==> src/hdl/ccs_pkg.sv <==
package ccs_pkg;

	localparam int OP_W     = 3;
	localparam int LINE_W   = 6;
	localparam int HANDLE_W = 10;
	localparam int CODE_W   = 4;
	localparam int STATE_W  = 3;

	// event codes
	localparam logic [OP_W-1:0] OP_REGISTER   = 3'd0;
	localparam logic [OP_W-1:0] OP_UNREGISTER = 3'd1;
	localparam logic [OP_W-1:0] OP_PICKUP     = 3'd2;
	localparam logic [OP_W-1:0] OP_DIAL       = 3'd3;
	localparam logic [OP_W-1:0] OP_HANGUP     = 3'd4;
	localparam logic [OP_W-1:0] OP_CHAT       = 3'd5;

	// line states, same values as the matching message codes
	localparam logic [STATE_W-1:0] ST_ONHOOK    = 3'd0;
	localparam logic [STATE_W-1:0] ST_RINGING   = 3'd1;
	localparam logic [STATE_W-1:0] ST_DIALTONE  = 3'd2;
	localparam logic [STATE_W-1:0] ST_RINGBACK  = 3'd3;
	localparam logic [STATE_W-1:0] ST_BUSY      = 3'd4;
	localparam logic [STATE_W-1:0] ST_CONNECTED = 3'd5;
	localparam logic [STATE_W-1:0] ST_ERROR     = 3'd6;

	localparam logic [CODE_W-1:0] MSG_ONHOOK    = 4'd0;
	localparam logic [CODE_W-1:0] MSG_RINGING   = 4'd1;
	localparam logic [CODE_W-1:0] MSG_DIALTONE  = 4'd2;
	localparam logic [CODE_W-1:0] MSG_RINGBACK  = 4'd3;
	localparam logic [CODE_W-1:0] MSG_BUSY      = 4'd4;
	localparam logic [CODE_W-1:0] MSG_CONNECTED = 4'd5;
	localparam logic [CODE_W-1:0] MSG_ERROR     = 4'd6;
	localparam logic [CODE_W-1:0] MSG_CHAT      = 4'd7;
	localparam logic [CODE_W-1:0] MSG_REJECT    = 4'd8;

	typedef struct packed {
		logic [LINE_W-1:0] dest;
		logic [CODE_W-1:0] code;
		logic [LINE_W-1:0] arg;
	} note_t;

	function automatic note_t mk_note(logic [LINE_W-1:0] dest, logic [CODE_W-1:0] code,
			logic [LINE_W-1:0] arg);
		note_t n;
		n.dest = dest;
		n.code = code;
		n.arg  = arg;
		return n;
	endfunction

endpackage

==> src/hdl/call_control_switch_unit.sv <==
// Call control switch over a table of NUM_LINES lines kept in one synchronous RAM
// (one read, one write port). start is taken when busy is low; each notification
// appears for exactly one cycle with valid high, and the receiver cannot stall it,
// so it must take every beat. An event on a line reads the peer, reads the dialled
// line, decides, then runs the write-back states WB1 and WB2 that also carry the
// notifications; the line itself is read in the accepting cycle. An event on a
// line not in use skips the dialled-line read and the decision; a rejected op or
// out-of-range unit goes straight to write-back. A register turns the handle into
// its home slot (reciprocal multiply at acceptance, multiply back and subtract
// after), reads and checks probed slots one after another, then writes back, all
// bound by the single RAM read port; into a full table it skips the probe. After
// reset the block clears the in-use bits, one RAM write per cycle, busy until done.
module call_control_switch_unit
	import ccs_pkg::*;
#(
	parameter int NUM_LINES = 64
) (
	input  logic                clk,
	input  logic                arst_n,
	input  logic                start,
	output logic                busy,
	input  logic [OP_W-1:0]     op,
	input  logic [LINE_W-1:0]   unit,
	input  logic [HANDLE_W-1:0] handle,
	input  logic [LINE_W-1:0]   dial_number,
	output logic                valid,
	output logic [LINE_W-1:0]   dest_line,
	output logic [CODE_W-1:0]   msg_code,
	output logic [LINE_W-1:0]   arg_line,
	output logic                last
);

	localparam int LW = $clog2(NUM_LINES);
	localparam int OW = $clog2(NUM_LINES + 1);
	// rounded-up reciprocal of NUM_LINES, exact quotient for every handle
	localparam int MOD_SH  = HANDLE_W + $clog2(NUM_LINES);
	localparam int MOD_MUL = ((1 << MOD_SH) + NUM_LINES - 1) / NUM_LINES;
	localparam int PW      = 2 * HANDLE_W + 2;
	localparam int RW      = HANDLE_W + LW + 1;

	localparam logic [3:0] S_CLEAR    = 4'd0;
	localparam logic [3:0] S_IDLE     = 4'd1;
	localparam logic [3:0] S_MOD      = 4'd2;
	localparam logic [3:0] S_PROBE_RD = 4'd3;
	localparam logic [3:0] S_PROBE_CK = 4'd4;
	localparam logic [3:0] S_RD_P     = 4'd5;
	localparam logic [3:0] S_RD_X     = 4'd6;
	localparam logic [3:0] S_EXEC     = 4'd7;
	localparam logic [3:0] S_WB1      = 4'd8;
	localparam logic [3:0] S_WB2      = 4'd9;

	typedef struct packed {
		logic                used;
		logic [STATE_W-1:0]  st;
		logic [LW-1:0]       peer;
	} entry_t;

	function automatic logic [LINE_W-1:0] to_line(logic [LW-1:0] x);
		logic [LW+LINE_W-1:0] t;
		t = {{LINE_W{1'b0}}, x};
		return t[LINE_W-1:0];
	endfunction

	function automatic logic [LW-1:0] to_idx(logic [LINE_W-1:0] x);
		logic [LW+LINE_W-1:0] t;
		t = {{LW{1'b0}}, x};
		return t[LW-1:0];
	endfunction

	function automatic entry_t mk_entry(logic [STATE_W-1:0] s, logic [LW-1:0] pr);
		entry_t e;
		e.used = 1'b1;
		e.st   = s;
		e.peer = pr;
		return e;
	endfunction

	function automatic note_t report(logic [LW-1:0] u, entry_t e);
		note_t n;
		case (e.st)
			ST_ONHOOK:    n = mk_note(to_line(u), MSG_ONHOOK, to_line(u));
			ST_CONNECTED: n = mk_note(to_line(u), MSG_CONNECTED, to_line(e.peer));
			ST_ERROR, ST_RINGING, ST_DIALTONE, ST_RINGBACK, ST_BUSY:
				n = mk_note(to_line(u), {1'b0, e.st}, '0);
			default:      n = mk_note(to_line(u), MSG_ERROR, '0);
		endcase
		return n;
	endfunction

	entry_t mem [NUM_LINES];
	entry_t rdata;
	logic           mem_we;
	logic [LW-1:0]  mem_waddr;
	entry_t         mem_wdata;
	logic           mem_re;
	logic [LW-1:0]  mem_raddr;

	logic [3:0]          state_q;
	logic [LW-1:0]       clr_q;
	logic [OW-1:0]       occ_q;
	logic [OP_W-1:0]     op_q;
	logic [LW-1:0]       unit_q;
	logic [LINE_W-1:0]   ext_q;
	logic [HANDLE_W-1:0] rem_q;
	logic [HANDLE_W-1:0] quot_q;
	logic [LW-1:0]       slot_q;
	entry_t              ue_q;
	logic                pv_q;

	logic          w1_en_q, w2_en_q;
	logic [LW-1:0] w1_addr_q, w2_addr_q;
	entry_t        w1_data_q, w2_data_q;
	logic [1:0]    n_cnt_q;
	note_t         n1_q, n2_q;

	// decision for one line event
	logic          p_w1_en, p_w2_en;
	logic [LW-1:0] p_w1_addr, p_w2_addr;
	entry_t        p_w1_data, p_w2_data;
	logic [1:0]    p_cnt;
	note_t         p_n1, p_n2;

	logic [PW-1:0]       mod_prod;
	logic [PW-1:0]       mod_quot;
	logic [RW-1:0]       mod_back;
	logic [RW-1:0]       mod_rem;
	logic [LW-1:0]       rem_slot;
	logic [LW-1:0]       slot_next;
	logic [LW-1:0]       ext_idx;
	logic                ext_ok;
	logic                unit_ok;
	logic                op_ok;
	note_t               out_note;

	always_ff @(posedge clk) begin
		if (mem_we)
			mem[mem_waddr] <= mem_wdata;
		if (mem_re)
			rdata <= mem[mem_raddr];
	end

	assign busy    = (state_q != S_IDLE);
	assign unit_ok = (32'(unit) < NUM_LINES);
	assign op_ok   = (op <= OP_CHAT);
	assign ext_idx = to_idx(ext_q);
	assign ext_ok  = (32'(ext_q) < NUM_LINES) && rdata.used;

	// quotient at acceptance, remainder in the following cycle
	assign mod_prod = PW'(handle) * PW'(MOD_MUL);
	assign mod_quot = mod_prod >> MOD_SH;
	assign mod_back = RW'(quot_q) * RW'(NUM_LINES);
	assign mod_rem  = RW'(rem_q) - mod_back;
	assign rem_slot = mod_rem[LW-1:0];

	assign slot_next = (32'(slot_q) + 1 == NUM_LINES) ? '0 : slot_q + 1'b1;

	always_comb begin
		mem_we    = 1'b0;
		mem_waddr = w1_addr_q;
		mem_wdata = w1_data_q;
		mem_re    = 1'b0;
		mem_raddr = to_idx(unit);
		case (state_q)
			S_CLEAR: begin
				mem_we    = 1'b1;
				mem_waddr = clr_q;
				mem_wdata = '0;
			end
			S_IDLE: begin
				mem_re    = start && unit_ok;
				mem_raddr = to_idx(unit);
			end
			S_PROBE_RD: begin
				mem_re    = 1'b1;
				mem_raddr = slot_q;
			end
			S_RD_P: begin
				mem_re    = 1'b1;
				mem_raddr = rdata.peer;
			end
			S_RD_X: begin
				mem_re    = 1'b1;
				mem_raddr = ext_idx;
			end
			S_WB1: begin
				mem_we    = w1_en_q;
				mem_waddr = w1_addr_q;
				mem_wdata = w1_data_q;
			end
			S_WB2: begin
				mem_we    = w2_en_q;
				mem_waddr = w2_addr_q;
				mem_wdata = w2_data_q;
			end
			default: begin
				mem_we = 1'b0;
				mem_re = 1'b0;
			end
		endcase
	end

	always_comb begin
		logic [STATE_W-1:0] st;
		logic [LW-1:0]      p;
		st        = ue_q.st;
		p         = ue_q.peer;
		p_w1_en   = 1'b0;
		p_w1_addr = unit_q;
		p_w1_data = '0;
		p_w2_en   = 1'b0;
		p_w2_addr = unit_q;
		p_w2_data = '0;
		p_cnt     = 2'd0;
		p_n1      = '0;
		p_n2      = '0;
		case (op_q)
			OP_UNREGISTER: begin
				if (pv_q && (st inside {ST_CONNECTED, ST_RINGING})) begin
					p_w1_en   = 1'b1;
					p_w1_addr = p;
					p_w1_data = mk_entry(ST_DIALTONE, p);
					p_n1      = mk_note(to_line(p), MSG_DIALTONE, '0);
					p_cnt     = 2'd1;
				end else if (pv_q && st == ST_RINGBACK) begin
					p_w1_en   = 1'b1;
					p_w1_addr = p;
					p_w1_data = mk_entry(ST_ONHOOK, p);
					p_n1      = mk_note(to_line(p), MSG_ONHOOK, to_line(p));
					p_cnt     = 2'd1;
				end
				// free the slot after the peer update
				p_w2_en   = 1'b1;
				p_w2_addr = unit_q;
				p_w2_data = '0;
			end
			OP_PICKUP: begin
				p_cnt = 2'd1;
				if (st == ST_ONHOOK) begin
					p_w1_en   = 1'b1;
					p_w1_data = mk_entry(ST_DIALTONE, p);
					p_n1      = mk_note(to_line(unit_q), MSG_DIALTONE, '0);
				end else if (st == ST_RINGING && pv_q) begin
					p_w1_en   = 1'b1;
					p_w1_data = mk_entry(ST_CONNECTED, p);
					p_n1      = mk_note(to_line(unit_q), MSG_CONNECTED, to_line(p));
					p_w2_en   = 1'b1;
					p_w2_addr = p;
					p_w2_data = mk_entry(ST_CONNECTED, unit_q);
					p_n2      = mk_note(to_line(p), MSG_CONNECTED, to_line(unit_q));
					p_cnt     = 2'd2;
				end else begin
					p_n1 = report(unit_q, ue_q);
				end
			end
			OP_DIAL: begin
				p_cnt = 2'd1;
				if (st != ST_DIALTONE) begin
					p_n1 = report(unit_q, ue_q);
				end else if (!ext_ok) begin
					p_w1_en   = 1'b1;
					p_w1_data = mk_entry(ST_ERROR, p);
					p_n1      = mk_note(to_line(unit_q), MSG_ERROR, '0);
				end else if (rdata.st == ST_ONHOOK && ext_idx != unit_q) begin
					p_w1_en   = 1'b1;
					p_w1_data = mk_entry(ST_RINGBACK, ext_idx);
					p_n1      = mk_note(to_line(unit_q), MSG_RINGBACK, '0);
					p_w2_en   = 1'b1;
					p_w2_addr = ext_idx;
					p_w2_data = mk_entry(ST_RINGING, unit_q);
					p_n2      = mk_note(ext_q, MSG_RINGING, '0);
					p_cnt     = 2'd2;
				end else begin
					p_w1_en   = 1'b1;
					p_w1_data = mk_entry(ST_BUSY, p);
					p_n1      = mk_note(to_line(unit_q), MSG_BUSY, '0);
				end
			end
			OP_HANGUP: begin
				p_w1_en   = 1'b1;
				p_w1_data = mk_entry(ST_ONHOOK, unit_q);
				p_n1      = mk_note(to_line(unit_q), MSG_ONHOOK, to_line(unit_q));
				p_cnt     = 2'd1;
				if (st != ST_ONHOOK && pv_q && p != unit_q) begin
					if (st inside {ST_CONNECTED, ST_RINGING}) begin
						p_w2_en   = 1'b1;
						p_w2_addr = p;
						p_w2_data = mk_entry(ST_DIALTONE, p);
						p_n2      = mk_note(to_line(p), MSG_DIALTONE, '0);
						p_cnt     = 2'd2;
					end else if (st == ST_RINGBACK) begin
						p_w2_en   = 1'b1;
						p_w2_addr = p;
						p_w2_data = mk_entry(ST_ONHOOK, p);
						p_n2      = mk_note(to_line(p), MSG_ONHOOK, to_line(p));
						p_cnt     = 2'd2;
					end
				end
			end
			OP_CHAT: begin
				p_cnt = 2'd1;
				if (st == ST_CONNECTED) begin
					if (pv_q) begin
						p_n1  = mk_note(to_line(p), MSG_CHAT, '0);
						p_n2  = mk_note(to_line(unit_q), MSG_CONNECTED, to_line(p));
						p_cnt = 2'd2;
					end else begin
						p_n1 = mk_note(to_line(unit_q), MSG_CONNECTED, to_line(p));
					end
				end else begin
					p_n1 = report(unit_q, ue_q);
				end
			end
			default: begin
				p_cnt = 2'd0;
			end
		endcase
	end

	always_ff @(posedge clk or negedge arst_n) begin
		if (!arst_n) begin
			state_q <= S_CLEAR;
			clr_q   <= '0;
			occ_q   <= '0;
			n_cnt_q <= 2'd0;
			w1_en_q <= 1'b0;
			w2_en_q <= 1'b0;
		end else begin
			case (state_q)
				S_CLEAR: begin
					clr_q <= clr_q + 1'b1;
					if (32'(clr_q) == NUM_LINES - 1)
						state_q <= S_IDLE;
				end
				S_IDLE: begin
					if (start) begin
						op_q    <= op;
						unit_q  <= to_idx(unit);
						ext_q   <= dial_number;
						rem_q   <= handle;
						quot_q  <= mod_quot[HANDLE_W-1:0];
						w1_en_q <= 1'b0;
						w2_en_q <= 1'b0;
						if (op == OP_REGISTER) begin
							state_q <= S_MOD;
						end else if (!op_ok || !unit_ok) begin
							n1_q    <= mk_note(unit, MSG_REJECT, '0);
							n_cnt_q <= 2'd1;
							state_q <= S_WB1;
						end else begin
							state_q <= S_RD_P;
						end
					end
				end
				S_MOD: begin
					slot_q <= rem_slot;
					if (32'(occ_q) >= NUM_LINES) begin
						n1_q    <= mk_note(to_line(rem_slot), MSG_REJECT, '0);
						n_cnt_q <= 2'd1;
						state_q <= S_WB1;
					end else begin
						state_q <= S_PROBE_RD;
					end
				end
				S_PROBE_RD: begin
					state_q <= S_PROBE_CK;
				end
				S_PROBE_CK: begin
					if (rdata.used) begin
						slot_q  <= slot_next;
						state_q <= S_PROBE_RD;
					end else begin
						w1_en_q   <= 1'b1;
						w1_addr_q <= slot_q;
						w1_data_q <= mk_entry(ST_ONHOOK, slot_q);
						n1_q      <= mk_note(to_line(slot_q), MSG_ONHOOK, to_line(slot_q));
						n_cnt_q   <= 2'd1;
						occ_q     <= occ_q + 1'b1;
						state_q   <= S_WB1;
					end
				end
				S_RD_P: begin
					ue_q <= rdata;
					if (!rdata.used) begin
						n1_q    <= mk_note(to_line(unit_q), MSG_REJECT, '0);
						n_cnt_q <= 2'd1;
						state_q <= S_WB1;
					end else begin
						state_q <= S_RD_X;
					end
				end
				S_RD_X: begin
					pv_q    <= (32'(ue_q.peer) < NUM_LINES) && rdata.used;
					state_q <= S_EXEC;
				end
				S_EXEC: begin
					w1_en_q   <= p_w1_en;
					w1_addr_q <= p_w1_addr;
					w1_data_q <= p_w1_data;
					w2_en_q   <= p_w2_en;
					w2_addr_q <= p_w2_addr;
					w2_data_q <= p_w2_data;
					n1_q      <= p_n1;
					n2_q      <= p_n2;
					n_cnt_q   <= p_cnt;
					if (op_q == OP_UNREGISTER && occ_q != '0)
						occ_q <= occ_q - 1'b1;
					state_q   <= S_WB1;
				end
				S_WB1: begin
					state_q <= S_WB2;
				end
				S_WB2: begin
					state_q <= S_IDLE;
				end
				default: begin
					state_q <= S_IDLE;
				end
			endcase
		end
	end

	// at most one notification beat per write-back cycle
	assign out_note  = (state_q == S_WB2) ? n2_q : n1_q;
	assign valid     = ((state_q == S_WB1) && (n_cnt_q != 2'd0)) ||
	                   ((state_q == S_WB2) && (n_cnt_q == 2'd2));
	assign last      = (state_q == S_WB2) || (n_cnt_q == 2'd1);
	assign dest_line = out_note.dest;
	assign msg_code  = out_note.code;
	assign arg_line  = out_note.arg;

endmodule

==> config.mk <==
export PLATFORM = sky130hd
export DESIGN_NAME = call_control_switch_unit
export DESIGN_NICKNAME = d
export VERILOG_FILES = /design/src/hdl/ccs_pkg.sv /design/src/hdl/call_control_switch_unit.sv
export SDC_FILE = /design/constraint.sdc
export NUM_CORES = 1
export LEC_CHECK = 0
export BUFFER_PORTS_ARGS = -buffer_cell sky130_fd_sc_hd__buf_2
export CAP_MARGIN = 20
export CORE_MARGIN = 3
export CORE_UTILIZATION = 45
export DETAILED_ROUTE_END_ITERATION = 8
export MAX_ROUTING_LAYER = met4
export SETUP_SLACK_MARGIN = 0.05
export SYNTH_ARGS = -nofsm -noshare
export SYNTH_HDL_FRONTEND = slang
export SYNTH_SLANG_ARGS = --single-unit
==> constraint.sdc <==
create_clock -name clk -period 9.3 [get_ports clk]
set_input_delay 0.465 -clock clk [delete_from_list [all_inputs] [get_ports clk]]
set_output_delay 0.465 -clock clk [all_outputs]
set_load 0.02 [all_outputs]
==> results.py, run 1 <==
metrics = {
    "outcome": {
        "status": "finished, final reports clean",
    },
    "detailed_routing": {
        "viasPerCell": 5.87,
        "avgRoutedWirePerCell_um": 25.0,
        "drt-total-wl_mm": 83.5,
        "ant_nets": 0,
        "route.detailed.drc": 0,
        "drtIter0Drc": 2207,
        "dr.pass1.iters": 7,
        "num_vias": 19600,
    },
    "cells_and_area": {
        "multi_input_area_sq_mm": 0.00856,
        "fin_util": 0.512,
        "stdcell_count": 3343,
        "layout.nets": 2384,
        "diodes": 0,
        "regArea_sq_mm": 0.0230,
        "fillers": 5877,
        "layout-drive-gt1-share": 0.108,
        "area.growth.synth_to_final_pct": 12.0,
    },
    "floorplanning": {
        "core_area_sq_mm": 0.0705,
        "start_util": 0.457,
        "die_w_um": 274,
        "die_height_um": 274,
        "rows": 97,
        "die_area_sq_mm": 0.0749,
        "io_pins": 47,
    },
    "synth": {
        "synth_cell_types": 59,
        "synth_edf_count": 750,
        "synth_nets": 2346,
        "ys_seq_elements": 771,
        "synth-main-ff-cell": "edfxtp_1",
        "synth_top_family_by_area": "simple AND/OR/NAND/NOR gates",
        "synthCells": 2310,
        "synthMuxAreaShare": 0.0748,
        "syn_area_sq_mm": 0.0322,
        "synth_seq_area_share": 0.715,
        "yosys.area_share.simple": 0.0984,
        "synth_compound_area_frac": 0.0783,
        "async_reset_ff_frac": 0.0272,
        "ys_warn_count": 0,
        "synthAdderAreaFrac": 0.00334,
        "synth-xor-area-share": 0.00839,
        "syn_area_per_cell_sq_um": 14.0,
    },
    "timing": {
        "min_period_over_period": 0.612,
        "tns_ps": 0,
        "setup_viol": 0,
        "rsz0062_at_grt": "false",
        "worst_pin_slew_ps": 1080,
        "skew_ps": 32.5,
        "setup_slack_ps": 3610,
        "slew_viol_final": 0,
        "max_slew_margin": 0.278,
        "hold_viol": 0,
        "fin_crit_ps": 5690,
        "fmax_mhz": 176,
    },
    "global_routing": {
        "grt.total_usage": 0.228,
        "grt-ovfl-total": 0,
        "antenna_found_initial": 0,
        "grt_pass1_wl_mm": 123,
        "first_global_vias": 18800,
        "grt_start_max_net_pins": 123,
    },
    "placed_design": {
        "finalWeightedCongestion": 0.924,
        "dp_worst_setup_slack_ps": 3570,
        "dp.cells": 3186,
        "port_buffers": 42,
        "dp_hpwl_mm": 49.1,
    },
    "clocking": {
        "clkTransAtPathRegs_ps": 60,
        "cts-htree-levels": 3,
        "clockBufferDepth": 3,
        "cts_buffers": 82,
        "cts.sinks": 771,
        "root_buffer": "clkbuf_16",
        "clk_latency_ps": 640,
        "cts_tree": "done",
        "post_cts_buffers": 0,
    },
    "pwr": {
        "ir_drop_mv": 0.145,
        "leakagePower_nw": 12.7,
        "total_power_mw": 9.10,
        "power_density_mw_per_mm2": 252,
    },
    "setup_path": {
        "start_kind": "register",
        "required_ps": 9670,
        "critPathMostFrequentCell": "buf_4",
        "cp-end-kind": "register",
        "crit_family": "simple AND/OR/NAND/NOR gates",
        "path_buf_inv": 2,
        "slowest_delay_ps": 850,
        "slowest_stage": "dfrtp_1",
        "path_class": "register to register",
        "worstPathCellList": "nor2b_1 > and3_1 > or3_2 > buf_4 > or3_1 > buf_4 > o22ai_1 > nor4_1 > a22oi_1 > mux2_2",
        "worstPathArrival_ps": 6060,
        "path_max_fanout": 82,
    },
    "hold_path": {
        "hp-class": "input port to register",
    },
    "job": {
        "maxCapViolations": 0,
    },
}
sequential cells by signal, summed over array words and instances, names as in the netlist, 7 cells and up:
| register | cells |
|---|---|
| mem | 640 |
| w2_data_q | 10 |
| n2_q | 15 |
| rdata | 9 |
| n1_q | 16 |
| w1_data_q | 10 |
| occ_q | 7 |
| ue_q | 9 |
kinds of logic (layout without fill, tap and decap cells):
kind of cell             after synthesis  count (layout)
adder cells (fa/ha/maj)                8               8
buffers and inverters                163             256
AO/OA/AOI/OAI                        369             369
multiplexers                         237             237
XOR/XNOR                              30              30
AND/OR/NAND/NOR                      732             732
flip-flops                           771             771
per-stage QoR:
stage | area (sq um) | hold slack, ps
2_1_floorplan | 32200 | 169
3_3_place_gp | 33300 | 472
3_5_place_dp | 33400 | 466
4_1_cts | 36000 | 1.13
5_1_grt | 36100 | 6.87
6_report | 36100 | 34.1
cells in the final DEF (no fill, tap or decap), types with 10 or more instances in the layout:
cell,n
a22o_2,10
nor4_1,43
mux2_2,31
inv_1,12
nand2b_1,10
a21o_1,18
buf_2,42
clkinv_1,19
o22ai_1,45
a222oi_1,17
nand3_1,103
buf_4,42
clkbuf_16,83
nor2_1,110
xor2_1,18
dfrtp_1,21
o21ai_0,36
a22oi_1,34
edfxtp_1,750
a21oi_1,107
a22o_1,24
o2111ai_1,40
mux2i_1,206
clkinv_2,10
xnor2_1,11
nand2_1,403
clkbuf_1,17
final timing paths:
| path | startpoint | end | slack, ps | cells after the start |
|---|---|---|---|---|
| max | state_q[2]$_DFFE_PN0P_ | rdata[5]$_DFFE_PP_ | 3610 | 10 |
| min | handle[1] | rem_q[1]$_DFFE_PP_ | 30 | 1 |
| max reg2reg | state_q[2]$_DFFE_PN0P_ | rdata[5]$_DFFE_PP_ | 3610 | 10 |
| min reg2reg | rdata[3]$_DFFE_PP_ | ue_q[3]$_DFFE_PP_ | 480 | 0 |
| max in group asynchronous | arst_n | clr_q[5]$_DFFE_PN0N_ | 8470 | 2 |
| min in group asynchronous | arst_n | state_q[0]$_DFFE_PN0P_ | 410 | 2 |
area by class of cell:
class,instances,area share
clock inverter,39,0.0105
multi-input combinational,1376,0.237
inverter,13,0.00135
clock buffer,100,0.0593
sequential,771,0.638
timing repair buffer,104,0.0208
tap,940,0.0326
synthesized netlist by cell type, types with 7 or more instances:
cell | number | area, sq um
a21oi_1 | 107 | 536
o22ai_1 | 45 | 282
or3_1 | 9 | 56.3
inv_1 | 12 | 45.0
o2111ai_1 | 40 | 350
nand2b_1 | 10 | 62.6
buf_1 | 12 | 45.0
a21o_1 | 18 | 135
clkbuf_1 | 101 | 379
mux2i_1 | 206 | 2060
buf_2 | 28 | 140
nand3b_1 | 7 | 52.6
mux2_2 | 31 | 349
and2_1 | 8 | 50.1
a222oi_1 | 17 | 170
nor2b_1 | 9 | 56.3
ha_1 | 7 | 87.6
nor3_1 | 8 | 40.0
a22oi_1 | 34 | 255
nor4_1 | 45 | 282
nand3_1 | 103 | 515
a22o_1 | 34 | 298
xnor2_1 | 11 | 96.3
edfxtp_1 | 750 | 22500
nand2_1 | 403 | 1510
xor2_1 | 18 | 158
o21ai_0 | 36 | 180
dfrtp_1 | 21 | 526
nor2_1 | 111 | 417
power by group:
part           switching [mW]  internal (mW)
logic                    1.16          0.382
clock network            1.31           1.80
registers               0.125           4.32
total                    2.59           6.50
repair_timing:
item / CTS / global route
endpoints found under the hold margin: 28 / 0
resized for setup: 0 / 0
hold buffers: 8 / 0
per-layer routing:
metal | GRT usage | wire (um) | up-vias
met5 | - | 0 | -
met4 | 0.0792 | 2860 | 0
met3 | 0.0310 | 5200 | 169
met2 | 0.368 | 41200 | 813
met1 | 0.299 | 34300 | 9772
li1 | - | - | 8854
Note: power is estimated with default switching activity, not from simulation.
==> inputs of run 2 (changes only) <==
ABC_AREA = 1   (was default)
clock period = 4.81 ns   (was 9.3 ns; I/O delays follow)
==> run 2 against run 1 <==
Against the previous run: setup slack lost 2800 ps; global-route usage increased by 1.5 points; register-to-register slack got worse by 2800 ps; critical path depth grew 2; via count rose by 27%; core utilization grew 0.49 points; hold slack better by 130 ps; final cell count grew 36%; total power grew to 2.6 times the previous value; synthesized area increased by 10%; clock-buffer cell count increased by 3; sequential share of layout area fell by 6.6 points; highest routed layer unchanged.
==> results.py, run 2 <==
metrics = {
    "setup_path": {
        "timing.rr.start": "state_q[2]$_DFFE_PN0P_",
        "rr_endpoint": "mem[14][4]$_DFFE_PP_",
        "path_max_fanout": 10,
        "start_kind": "register",
        "required_ps": 5070,
        "reg2regPathDepth": 12,
        "cp-end-kind": "register",
        "worstSetupStartpoint": "state_q[2]$_DFFE_PN0P_",
        "rrSetupSlack_ps": 840,
        "worstPathArrival_ps": 4230,
        "path_class": "register to register",
    },
    "pwr": {
        "intPower_mw": 14.8,
        "leakagePower_nw": 15.7,
        "total_power_mw": 23.5,
        "pwr-share-clk": 0.274,
        "power.switching_mw": 8.72,
        "switching_share": 0.371,
        "p_seq_frac": 0.394,
        "combPwrFrac": 0.333,
        "ir_drop_mv": 0.440,
        "power_density_mw_per_mm2": 584,
    },
    "synth": {
        "ys_warn_count": 0,
        "syn_area_per_cell_sq_um": 10.5,
        "synth_most_common_cell": "edfxtp_1",
        "synth_cell_types": 50,
        "syn_area_sq_mm": 0.0355,
        "synth_seq_area_share": 0.649,
        "synth_area_leaders": "edfxtp_1 63%, nand3_1 10%, nand2_1 6.2%",
        "ys_top_cells_by_count": "750 x edfxtp_1, 725 x nand3_1, 591 x nand2_1, 440 x inv_1, 230 x nand3b_1",
        "synth-main-ff-cell": "edfxtp_1",
        "ys_seq_elements": 771,
        "async_reset_ff_frac": 0.0272,
        "synth_edf_count": 750,
        "synthCells": 3376,
        "synth_nets": 3412,
        "yosysTopAreaCellShare": 0.634,
        "synth_largest_area_cell": "edfxtp_1",
    },
    "detailed_routing": {
        "drtIter0Drc": 2706,
        "viasPerCell": 5.50,
        "drt-total-wl_mm": 98.0,
        "avgRoutedWirePerCell_um": 21.6,
        "dr.pass1.iters": 6,
        "ant_nets": 0,
        "route.detailed.drc": 0,
        "num_vias": 25000,
    },
    "clocking": {
        "cts_buffers": 84,
        "clk_latency_ps": 640,
        "clockBufferDepth": 3,
        "cts.sinks": 771,
        "cts_resized": 0,
        "cts_tree": "done",
        "cts-htree-levels": 3,
        "hold_buffers": 23,
        "clkTransAtPathRegs_ps": 60,
        "root_buffer": "clkbuf_16",
        "post_cts_buffers": 0,
    },
    "global_routing": {
        "antenna_found_initial": 1,
        "grt-ovfl-total": 0,
        "grt.total_usage": 0.243,
        "first_global_vias": 23200,
        "grt_start_max_net_pins": 104,
        "grt_pass1_wl_mm": 147,
    },
    "placed_design": {
        "finalWeightedCongestion": 0.946,
        "port_buffers": 42,
        "dp_hpwl_mm": 59.4,
    },
    "cells_and_area": {
        "top_register": "mem",
        "area.growth.synth_to_final_pct": 13.3,
        "fillers": 6943,
        "largest_register_ffs": 640,
        "diodes": 0,
        "largestRegisters": "mem x640, n1_q x16, n2_q x15",
        "layout.nets": 3469,
        "final_common_cell": "edfxtp_1",
        "layout-drive-gt1-share": 0.0866,
        "final_cell_mix": "750 x edfxtp_1, 725 x nand3_1, 589 x nand2_1",
    },
    "floorplanning": {
        "core_area_sq_mm": 0.0778,
        "start_util": 0.456,
        "io_pins": 47,
        "die_area_sq_mm": 0.0823,
        "rows": 102,
        "die_height_um": 287,
        "die_w_um": 287,
    },
    "timing": {
        "setup_viol": 0,
        "worst_pin_slew_ps": 1130,
        "tns_ps": 0,
        "max_slew_margin": 0.240,
        "min_period_over_period": 0.824,
        "hold_viol": 0,
        "rsz0062_at_grt": "false",
        "fin_crit_ps": 3970,
        "skew_ps": 19.0,
        "fmax_mhz": 252,
        "slew_viol_final": 0,
    },
    "outcome": {
        "status": "finished, final reports clean",
    },
    "job": {
        "maxCapViolations": 0,
    },
    "hold_path": {
        "hp-class": "input port to asynchronous set/reset pin",
    },
}
run 2: cell count changes after synthesis, moves of 71 or more:
cell      change
buf_2        +71
nand3_1     +622
a21oi_1      -71
nand2_1     +188
inv_1       +428
nand3b_1    +223
mux2i_1     -206
run 2: worst max path at each step:
stage / to / depth (start not counted)
finish: mem[14][4]$_DFFE_PP_ / 12
global route: mem[14][4]$_DFFE_PP_ / 12
CTS: mem[15][2]$_DFFE_PP_ / 12
detailed placement: mem[15][0]$_DFFE_PP_ / 12
global placement: mem[14][0]$_DFFE_PP_ / 12
floorplan: n1_q[0]$_DFFE_PP_ / 7
run 2: logic make-up after synthesis:
group | Yosys count | synth area share
adder cells (fa/ha/maj) | 8 | 0.00303
XOR/XNOR | 12 | 0.00296
buffers and inverters | 642 | 0.0733
AND/OR/NAND/NOR | 1759 | 0.240
flip-flops | 771 | 0.649
AO/OA/AOI/OAI | 184 | 0.0324
run 2: power by group through the flow:
stage | Sequential [mW] | Combinational [mW] | Clock, mW
6_report | 9.25 | 7.82 | 6.44
3_5_place_dp | 9.39 | 7.76 | 0
3_3_place_gp | 9.37 | 7.66 | 0
2_1_floorplan | 9.33 | 4.64 | 0
4_1_cts | 9.25 | 7.79 | 6.55
5_1_grt | 9.29 | 8.50 | 6.81
run 2: metal layers:
metal  routed length, um  up-vias  share of wire  GRT usage
met1               42700    12000           0.44      0.338
li1                    -    11800              -          -
met4                2890        0          0.030     0.0728
met3                6760      183          0.069     0.0307
met5                   0        -              0          -
met2               45700     1001           0.47      0.376
run 2: stage by stage:
stage | area (sq um) | instances | utilization | setup slack [ps] | hold slack (ps)
floorplan | 35500 | 3376 | - | 1510 | -55.1
global placement | 37200 | 4356 | 0.478 | 896 | 294
detailed placement | 37200 | 4357 | 0.478 | 900 | 286
CTS | 40200 | 4532 | 0.516 | 889 | 166
global route | 40200 | 4539 | 0.517 | 626 | 199
finish | 40200 | 4539 | 0.517 | 844 | 163
run 2: layout make-up:
cell class | count | area [sq um] | area share
clock buffers | 103 | 2200 | 0.0548
multi-input cells | 1963 | 10000 | 0.249
repair buffers | 159 | 1440 | 0.0358
well taps | 1040 | 1300 | 0.0323
clock inverters | 49 | 539 | 0.0134
inverters | 454 | 1700 | 0.0423
flip-flops and latches | 771 | 23000 | 0.573
run 2: worst max-delay path: stages, from the launching register on:
cell and delay (ps):
dfrtp_1 420, nor2_1 190, inv_1 110, nor2_2 460, inv_1 230, nor2_1 180
inv_1 70, nand2_1 70, a21oi_1 100, inv_2 230, nand4_1 390, buf_4 330
nor2_1 800
